## src/assert_macros.svh

```systemverilog
// Concurrent assertion helpers, sampled on clk_i, off while rst_ni is low
`ifndef ASSERT_MACROS_SVH
`define ASSERT_MACROS_SVH

`define SKIT_ASSERT(name, prop, msg) \
  name: assert property (@(posedge clk_i) disable iff (!rst_ni) (prop)) else $error(msg);

`define SKIT_ASSERT_IMP(name, pre, post, msg) \
  name: assert property (@(posedge clk_i) disable iff (!rst_ni) (pre) |-> (post)) \
    else $error(msg);

`endif

```

## src/skit_pkg.sv

```systemverilog
`default_nettype none

package skit_pkg;

  localparam int DefTableDepth = 64;
  localparam int DefKeyBits    = 64;
  localparam int DefOffsetBits = 32;

  localparam int CmdW    = 2;
  localparam int KeyW    = 64;
  localparam int OffW    = 32;
  localparam int StatusW = 2;
  localparam int FieldW  = 7;

  localparam logic [CmdW-1:0] CMD_INSERT = 2'd0;
  localparam logic [CmdW-1:0] CMD_DELETE = 2'd1;
  localparam logic [CmdW-1:0] CMD_UPDATE = 2'd2;
  localparam logic [CmdW-1:0] CMD_LOOKUP = 2'd3;

  localparam logic [StatusW-1:0] ST_DONE      = 2'd0;
  localparam logic [StatusW-1:0] ST_NOT_FOUND = 2'd1;
  localparam logic [StatusW-1:0] ST_FULL      = 2'd2;

  typedef struct packed {
    logic lt;
    logic key_eq;
    logic key_ge;
    logic off_eq;
  } cmp_t;

endpackage

`default_nettype wire

```

## src/skit_cmp.sv

```systemverilog
`default_nettype none

module skit_cmp #(
  parameter int KEY_BITS     = 64,
  parameter int OFFSET_WIDTH = 32
) (
  input  wire logic [KEY_BITS-1:0]     key_a_i,
  input  wire logic [OFFSET_WIDTH-1:0] off_a_i,
  input  wire logic [KEY_BITS-1:0]     key_b_i,
  input  wire logic [OFFSET_WIDTH-1:0] off_b_i,
  output skit_pkg::cmp_t               cmp_o
);

  import skit_pkg::*;

  logic key_lt;
  logic key_eq;

  assign key_lt = key_a_i < key_b_i;
  assign key_eq = key_a_i == key_b_i;

  assign cmp_o.lt     = key_lt || (key_eq && (off_a_i < off_b_i));
  assign cmp_o.key_eq = key_eq;
  assign cmp_o.key_ge = !key_lt;
  assign cmp_o.off_eq = off_a_i == off_b_i;

endmodule

`default_nettype wire
```

## config.mk

```make
export PLATFORM = sky130hd
export DESIGN_NAME = skit_cmp
export DESIGN_NICKNAME = d
export VERILOG_FILES = /design/src/assert_macros.svh /design/src/skit_pkg.sv /design/src/skit_cmp.sv
export SDC_FILE = /design/constraint.sdc
export NUM_CORES = 1
export LEC_CHECK = 0
export BUFFER_PORTS_ARGS = -buffer_cell sky130_fd_sc_hd__buf_2
export CAP_MARGIN = 20
export CORE_MARGIN = 8
export CORE_UTILIZATION = 42
export DETAILED_ROUTE_END_ITERATION = 8
export PLACE_DENSITY = 0.82
export SLEW_MARGIN = 40
export SYNTH_ARGS = -nofsm -noshare
export SYNTH_HDL_FRONTEND = slang
export SYNTH_SLANG_ARGS = --single-unit
```

## constraint.sdc

```tcl
create_clock -name vclk -period 1.81
set_input_delay 0.0905 -clock vclk [all_inputs]
set_output_delay 0.0905 -clock vclk [all_outputs]
set_load 0.005 [all_outputs]
```

# ---- Yosys cells after proc, flatten, opt, wreduce, memory -nomap -nowiden
# Cells that the tools add are included.
dict set report totals {
  ff_bits 0
  output_inout_bits 4
}
dict set report op_classes {
  order_cmp 2
  n_eq_ne 2
  reduce_logical 3
}
# operator n
set ops {}
lappend ops {{$eq 64x64->1} 1}
lappend ops {{$lt 64x64->1} 1}
lappend ops {{$eq 32x32->1} 1}
lappend ops {{$lt 32x32->1} 1}
lappend ops {{$logic_and 1x1->1} 1}
lappend ops {{$logic_not 1->1} 1}
lappend ops {{$logic_or 1x1->1} 1}

# ---- Longest topological paths before layout
dict set report logic_depth {
  depth_word 3
  mapped_depth 8
  ltp_nobuf 8
}

# ---- Worst setup path after synthesis
# OpenSTA, ideal clock, no wires.
dict set report synth_path {
  kind {input port to output port}
  startpoint {input key_b_i[33]}
  endpoint {output cmp_o[3] in the netlist's numbering}
  t_required_ns 1.719
  path_buffers 0
  stages 8
  t_arrival_ns 1.629
  path_slack_ns 0.090
  path_cell_list {inv_1 -> ha_1 -> a21oi_2 -> o21ai_1 -> a221o_1 -> o31a_1 -> nor4_1 -> a31o_1}
}
# item line_no
set synth_lines {}
lappend synth_lines {{start: declaration} skit_cmp.sv:9} ;# input wire logic [KEY_BITS-1:0] key_b_i,
lappend synth_lines {{end: declaration} skit_cmp.sv:11} ;# output skit_pkg::cmp_t cmp_o

==> metrics.md <==
| Metric | Value |
|---|---|
| Outcome | complete, but fails checks |
| Violated checks | setup timing |
| Final GP Congestion | 0.888 |
| Synth-to-layout area growth | 78.0% |
| Share of post-route cells with drive strength above 1 | 53.1% |
| Post-synthesis cell type count | 39 |
| Cell internal pwr | 538 µW |
| Slowest CP cell | o31a_1 |
| Post-DP HPWL | 8.23 mm |
| Min Tclk post-route | 2.08 ns |
| DR DRC count | 0 |
| Core area | 5820 µm² |
| Clock Power Share | 0% |
| Per-cell routed wire length | 17.9 µm |
| Initial Utilization | 42.8% |
| Fin. max-slew vios | 0 |
| Final nets | 851 |
| RSZ-0062 raised after global routing | yes |
| Share of the synthesized area in the top cell type | 48.3% |
| Clock buffers | 0 |
| Worst setup SP type | input port |
| N_diodes | 0 |
| CTS Hold Buffers Added | 0 |
| Worst-Margin Slew | 0.567 ns |
| Vias in the first global route | 3,795 |
| Peak Freq | 482 MHz |
| Arrival @ worst endpoint | 1.99 ns |
| Total track usage | 22.1% |
| Post-synthesis sequential area ratio | 0% |
| Largest stage delay, worst path | 0.33 ns |
| Sw power | 445 µW |
| Most used cell, CP | buf_2 |
| Max cap viols | 0 |
| Cell row count | 28 |
| Die Footprint | 8640 µm² |
| Most common cell after layout, fill and taps aside | buf_2 |
| CP Max Fanout | 2 |
| Synth area leaders | ha_1 48%, inv_1 15%, a21oi_1 5.8%, a21o_1 3.9%, nand4_1 3.8% |
| Largest net degree at the start of global routing | 5 |
| Port buffer count | 196 |
| Worst Hold Class | input port to output port |
| Final Cycle Share | 115% |
| Post-route ant nets | 0 |
| IO Count | 196 |
| Fin. Hold Viols | 0 |
| Setup ws final | -0.266 ns |
| Slew HR | 61.9% |
| Routed WL | 11.4 mm |
| Flip-flop and latch count | 0 |
| Syn Inst Count | 340 |
| Synth area leader | ha_1 |
| HP Start | off_b_i[0] |
| Final setup viols | 3 |
| Syn avg cell area | 7.32 µm² |
| Most frequent cells in the layout | 164 x buf_2, 73 x inv_1, 64 x ha_1 |
| Vias | 3,382 |
| Yosys warns | 0 |
| FF+latch area | 0 µm² |
| First-pass DRT Iterations | 4 |
| Crit path capture type | output port |
| Pwr per Cell Area | 222 nW/µm² |
| Req. time, crit path | 1.72 ns |
| Sequential power share | 0% |
| First-pass GRT wire length | 16.0 mm |
| Syn Std Cell Area | 2490 µm² |
| Post-DR vias/cell | 5.32 |
| Initial antenna violation count | 0 |
| Setup CP Type | input port to output port |
| Finished Core Util | 76.1% |
| VDD IR max | 0.125 mV |
| Die H | 93.0 µm |
| Worst path cell trace | buf_2 -> inv_1 -> ha_4 -> a21oi_2 -> o21ai_1 -> a221o_1 -> o31a_1 -> nor4_4 -> a31o_1 -> buf_2 |
| Sw Ratio | 45.3% |
| Comb pwr share | 100.0% |
| Tot Pwr | 983 µW |
| Setup crit start | key_b_i[35] |
| GRT Residual Overflow | 0 |
| Leak | 0.00258 µW |
| Nets in the synthesized netlist | 628 |
| Initial DRC count | 92 |
| Die X-Extent | 93.0 µm |
logic make-up (layout without fill, tap and decap cells):
family	Yosys count	in the layout	synth area share, %
simple gates	71	71	17.1
fa+ha+maj	96	96	48.3
compound gates	74	74	19.6
buf+inv	99	320	15.1
metrics by stage:
stage               instances  hold WS, ns  setup TNS [ns]  setup slack (ns)  instance area, µm²
floorplan                 340        0.498               0            0.0905                2490
global placement          627        0.710          -0.468            -0.215                3680
detailed placement        627        0.707          -0.693            -0.309                3680
CTS                       633        0.714          -0.343            -0.172                4160
global route              636        0.743          -0.942            -0.369                4430
finish                    636        0.702          -0.646            -0.266                4430
layout make-up:
type                       instances  area [µm²]
timing repair buffer             222        1380
inverter                          98         380
tap                               75        93.8
fill                             391        1390
multi-input combinational        241        2570
what timing repair did:
item	CTS	global route
buffers inserted	7	3
pin swaps	31	23
gates resized for setup	65	41
endpoints found under the setup margin	3	4
metal layers:
metal  routed length [µm]  global-route usage [%]  vias up
met3                  962                    6.39       60
li1                     -                       -     1631
met4                  744                    10.1        0
met5                    0                       0        -
met2                 5870                    43.3      208
met1                 3780                    20.3     1483
worst max-delay path: cells and delay by family:
family	cells	cell delay, ns
AOI/OAI and AO/OA	5	1.07
buffers and inverters	3	0.29
and+or+nand+nor	1	0.32
adders and majority gates	1	0.21
power by group through the flow:
stage	logic [µW]	clock network, µW	registers [µW]
5_1_grt	1090	0	0
2_1_floorplan	387	0	0
4_1_cts	858	0	0
6_report	983	0	0
3_3_place_gp	704	0	0
3_5_place_dp	743	0	0
Yosys cell counts (3+ instances only):
master and number:
inv_1 98, nand4_1 15, a21o_1 13, a221oi_1 4, a21oi_2 3, nand2_1 20, a211oi_1 5, o21ai_1 5
o21ai_0 3, a21oi_1 29, and4_1 6, ha_1 96, nand3_1 8, nor2_1 7
worst paths after layout:
check,depth (start not counted),end,slack [ns]
setup / recovery,10,cmp_o[3],-0.27
hold / removal,5,cmp_o[0],0.70
(Power assumes the default switching activity.)
