--- src/assert_macros.svh ---
// Concurrent assertion helpers, sampled on clk_i, off while rst_ni is low
`ifndef ASSERT_MACROS_SVH
`define ASSERT_MACROS_SVH

`define SKIT_ASSERT(name, prop, msg) \
  name: assert property (@(posedge clk_i) disable iff (!rst_ni) (prop)) else $error(msg);

`define SKIT_ASSERT_IMP(name, pre, post, msg) \
  name: assert property (@(posedge clk_i) disable iff (!rst_ni) (pre) |-> (post)) \
    else $error(msg);

`endif

--- src/skit_ram.sv ---
`default_nettype none

module skit_ram #(
  parameter int WIDTH = 8,
  parameter int DEPTH = 64
) (
  input  wire logic                     clk_i,
  input  wire logic                     we_i,
  input  wire logic [$clog2(DEPTH)-1:0] waddr_i,
  input  wire logic [WIDTH-1:0]         wdata_i,
  input  wire logic                     re_i,
  input  wire logic [$clog2(DEPTH)-1:0] raddr_i,
  output logic      [WIDTH-1:0]         rdata_o
);

  logic [WIDTH-1:0] mem [DEPTH];

  always_ff @(posedge clk_i) begin
    if (we_i) begin
      mem[waddr_i] <= wdata_i;
    end
    if (re_i) begin
      rdata_o <= mem[raddr_i];
    end
  end

endmodule

`default_nettype wire

--- config.mk ---
export PLATFORM = sky130hd
export DESIGN_NAME = skit_ram
export DESIGN_NICKNAME = d
export VERILOG_FILES = /design/src/assert_macros.svh /design/src/skit_ram.sv
export SDC_FILE = /design/constraint.sdc
export NUM_CORES = 1
export LEC_CHECK = 0
export BUFFER_PORTS_ARGS = -buffer_cell sky130_fd_sc_hd__clkbuf_2
export CORE_UTILIZATION = 50
export CTS_BUF_LIST = sky130_fd_sc_hd__clkbuf_4 sky130_fd_sc_hd__clkbuf_8 sky130_fd_sc_hd__clkbuf_16
export DETAILED_ROUTE_END_ITERATION = 12
export MAX_ROUTING_LAYER = met4
export PLACE_DENSITY = 0.66
export SYNTH_ARGS = -nofsm -noshare
export SYNTH_HDL_FRONTEND = slang
export SYNTH_SLANG_ARGS = --single-unit
--- constraint.sdc ---
create_clock -name clk_i -period 5.4 [get_ports clk_i]
set_input_delay 0.54 -clock clk_i [delete_from_list [all_inputs] [get_ports clk_i]]
set_output_delay 0.54 -clock clk_i [all_outputs]
set_load 0.05 [all_outputs]
-- After elaboration in Yosys (flattened, before gate mapping)
Memory sizes are Yosys's and may differ from the RTL's. A register that Yosys moved wholly into a read port is not among the register bits.
Index checks and enable logic that the tools add are counted.
- memory bits (writable): 512
- logic and storage cells: 3
- memories: 1
- input bits: 23
- bits in registers: 0
- output and inout port bits: 8
- multiplexer cells: 2
- memory list (name ; depth ; bits a word ; rd ports ; clocked after memory_dff ; wr ports ; RTL line ; RTL):
    mem ; 64 ; 8 ; 1 ; 1 ; 1 ; skit_ram.sv:16 ; logic [WIDTH-1:0] mem [DEPTH];
- operator list (cell ; count):
    2-to-1 mux 1 bit ; 2

-- Depth between registers and ports, before layout
- depth after elaboration: 2
- gate-level depth with buffers: 9
- depth with buffers taken out: 5

-- Worst setup path before layout
Ideal clock, no wire load.
- kind: input to register
- start point: input port raddr_i[1]
- end point: register rdata_o[3], read port of mem, data pin
- data required time: 5.134 ns
- setup time: 0.266 ns
- arrival time: 2.080 ns
- path buffers: 3
- cell stages on the path: 7
- slack: 3.054 ns
- path through: buf_4 buf_2 buf_2 mux4_2 mux4_2 o21ai_1 o41ai_1
- RTL lines (element ; RTL line ; RTL):
    start, declared ; skit_ram.sv:12 ; input wire logic [$clog2(DEPTH)-1:0] raddr_i,
    end, declared ; skit_ram.sv:13 ; output logic [WIDTH-1:0] rdata_o

==> results.yml <==
timing:
  largest_clock_skew_in_the_final_design_ns: 0.0188
  setup_viol: 0
  finalMaxSlewViolations: 0
  setup-tns-final_ns: 0
  post-route-min-period_ns: 2.75
  grt_setup_unrepaired: "false"
  hold_violations: 0
  max_slew_margin: 0.296
  fmax_mhz: 364
  worst_slew_pin_tran_ns: 1.05
  min_period_over_period: 0.509
  fin_hold_ws_ns: 0.426
floorplan:
  die_area_sq_um: 41300
  num_io_pins: 31
  core_area_sq_um: 39800
  die_height_microns: 203
  die-width_microns: 203
  initial_utilization: 0.508
  core.rowCount: 73
final_layout:
  finalNetCount: 1014
  fill_cell_total_of_the_finished_layout: 2935
  multi_input_area_sq_um: 4320
  post_layout_nonfiller_instances: 1555
  layout-drive-gt1-share: 0.259
  seqCellArea_sq_um: 15600
  post-route-cell-area_sq_um: 22600
  antenna_cells_inserted: 0
  area_added_between_synthesis_and_finish_pct: 11.5
clocking:
  post_cts_hold_buffer_count: 0
  cts_resized: 0
  clock_path_buffers: 3
  clk_root_buffer_cell: "sky130_fd_sc_hd__clkbuf_16"
  cts.clk_slew.worst_paths_ns: 0.06
  cts_inserted_buffers: 52
  tritoncts: "done"
  numClockSinks: 520
  htreeDepth: 2
  post_cts.repair.setup_buffers: 0
  clk-insertion-delay-late_ns: 0.58
synthesis:
  synth_top_cells_by_area: "sky130_fd_sc_hd__edfxtp_1 77%, sky130_fd_sc_hd__mux4_2 14%, sky130_fd_sc_hd__nor2_1 1.5%, sky130_fd_sc_hd__mux2i_1 1.1%, sky130_fd_sc_hd__mux2_2 0.72%"
  synth.yosys.seq_area_share: 0.771
  ys.warnings.count: 0
  syn_nets: 963
  async_reset_ff_frac: 0
  synth_top_area_share: 0.771
  synthTopCellsByCount: "520 x sky130_fd_sc_hd__edfxtp_1, 126 x sky130_fd_sc_hd__mux4_2, 83 x sky130_fd_sc_hd__nor2_1"
  synth-edff-count: 520
  syn_inst: 940
  synth-seq-cells: 520
  synth-main-ff-cell: "sky130_fd_sc_hd__edfxtp_1"
  post-synth-top-count-cell: "sky130_fd_sc_hd__edfxtp_1"
  synth_cell_types: 39
  yosys.area.top_type: "sky130_fd_sc_hd__edfxtp_1"
  synth.avg_cell_area_sq_um: 21.5
  synth_area_sq_um: 20200
setup_path:
  worstPathMaxFanout: 51
  arrival_ns: 3.06
  critical_path_class: "in2reg"
  timing.critical_path.required_ns: 5.71
  cp_bufs_invs: 2
  cp-start-kind: "primary input"
  cp_cell_sequence: "clkbuf_8 -> buf_12 -> mux4_2 -> mux2_2 -> o221a_2 -> nor3_1 -> o32ai_1"
  critPathCaptureType: "flop"
  crit_family: "buffers and inverters"
  critical-path-slowest-cell: "sky130_fd_sc_hd__mux4_2"
  slowest_delay_ns: 0.56
pwr:
  pwr-share-clk: 0.416
  sw_power_mw: 1.74
  ir_drop_mv: 0.217
  power_density_nw_per_um2: 372
  power.combinational.fraction: 0.050
  leakagePower_nw: 7.00
  finalPower_mw: 8.40
  internal-power_mw: 6.66
  seqPwrFrac: 0.535
  sw_frac_of_total: 0.207
place:
  place.detailed.hpwl_microns: 25500
  final_gp_congestion: 0.825
  portBuffers: 30
  place_area_sq_um: 20900
  placed_cells_incl_taps: 1462
grt:
  vias_in_the_first_global_route: 9734
  grt.overflow.total: 0
  global_route_wire_length_before_repair_microns: 65000
  groute.usage.overall: 0.226
  antenna_found_initial: 0
  grt_max_degree: 65
worst_hold_path:
  hold_class: "in2reg"
routing:
  drt_pass1_iterations: 5
  ant_nets: 0
  remaining_drc_errors: 0
  detail_route.iter0.violations: 974
  avgRoutedWirePerCell_microns: 28.3
  viasPerCell: 6.17
  route.vias.total: 9600
  drt-total-wl_microns: 44000
run_status:
  run_status: "finished, final reports clean"
run:
  drv.max_cap_violation_count: 0
-- state kept, by name, summed over array words and instances (netlist names) --
signal	flops
rdata_o	8
mem	512
-- per-stage QoR --
step | util | setup WS, ns
floorplan | - | 3.05
global route | 0.567 | 2.53
finish | 0.567 | 2.65
detailed placement | 0.525 | 2.02
CTS | 0.567 | 2.64
global placement | 0.525 | 2.06
-- logic make-up (layout without fill, tap and decap cells) --
kind of cell / count (synthesis) / after routing / synth area share
AOI/OAI and AO/OA: 54 / 54 / 0.0206
buffers and inverters: 51 / 141 / 0.0156
DFF: 520 / 520 / 0.771
muxes: 162 / 162 / 0.159
and+or+nand+nor: 153 / 153 / 0.0337
-- power groups by stage --
stage                     clock network (mW)  registers (mW)  logic [mW]
final                                   3.49            4.49       0.416
after global routing                    3.68            4.49       0.444
after CTS                               3.54            4.49       0.420
after detailed placement                   0            4.57       0.419
after global placement                     0            4.57       0.413
after floorplan                            0            4.59       0.238
-- layer usage --
metal	part of all wire	GRT usage	up-vias
li1	-	-	4044
met1	0.43	0.320	5116
met2	0.48	0.336	376
met3	0.068	0.0425	64
met4	0.028	0.0714	0
met5	0	-	-
-- placed cells by master (no fill, tap or decap), types with 4 or more instances in the layout --
cell type and instances:
sky130_fd_sc_hd__edfxtp_1 520, sky130_fd_sc_hd__mux4_2 126, sky130_fd_sc_hd__nor2_1 83, sky130_fd_sc_hd__clkbuf_16 53
sky130_fd_sc_hd__clkbuf_2 27, sky130_fd_sc_hd__mux2i_1 23, sky130_fd_sc_hd__nand2_1 19, sky130_fd_sc_hd__buf_4 17
sky130_fd_sc_hd__clkinv_1 15, sky130_fd_sc_hd__nor2b_1 14, sky130_fd_sc_hd__mux2_2 13, sky130_fd_sc_hd__nand3_1 13
sky130_fd_sc_hd__clkbuf_4 10, sky130_fd_sc_hd__o221ai_1 8, sky130_fd_sc_hd__o22ai_1 8, sky130_fd_sc_hd__nand2b_1 7
sky130_fd_sc_hd__nor3_1 7, sky130_fd_sc_hd__a221oi_1 6, sky130_fd_sc_hd__clkinv_2 6, sky130_fd_sc_hd__a211oi_1 4
sky130_fd_sc_hd__bufinv_16 4
-- layout make-up --
class | instances | share of cell area
flip-flops and latches | 520 | 0.692
well taps | 525 | 0.0291
clock buffers | 63 | 0.0621
multi-input cells | 369 | 0.191
clock inverters | 30 | 0.0109
repair buffers | 48 | 0.0149
-- path summary, 6_finish.rpt --
check / from / end / slack [ns] / cells past startpoint
setup / recovery: raddr_i[0] / rdata_o[6] / 2.65 / 7
hold / removal: re_i / rdata_o[3] / 0.43 / 1
setup reg to reg: mem[13][1] / rdata_o[1] / 3.22 / 5
hold reg to reg: mem[19][1] / rdata_o[1] / 0.92 / 4
Power figures use the tool's default switching activity.
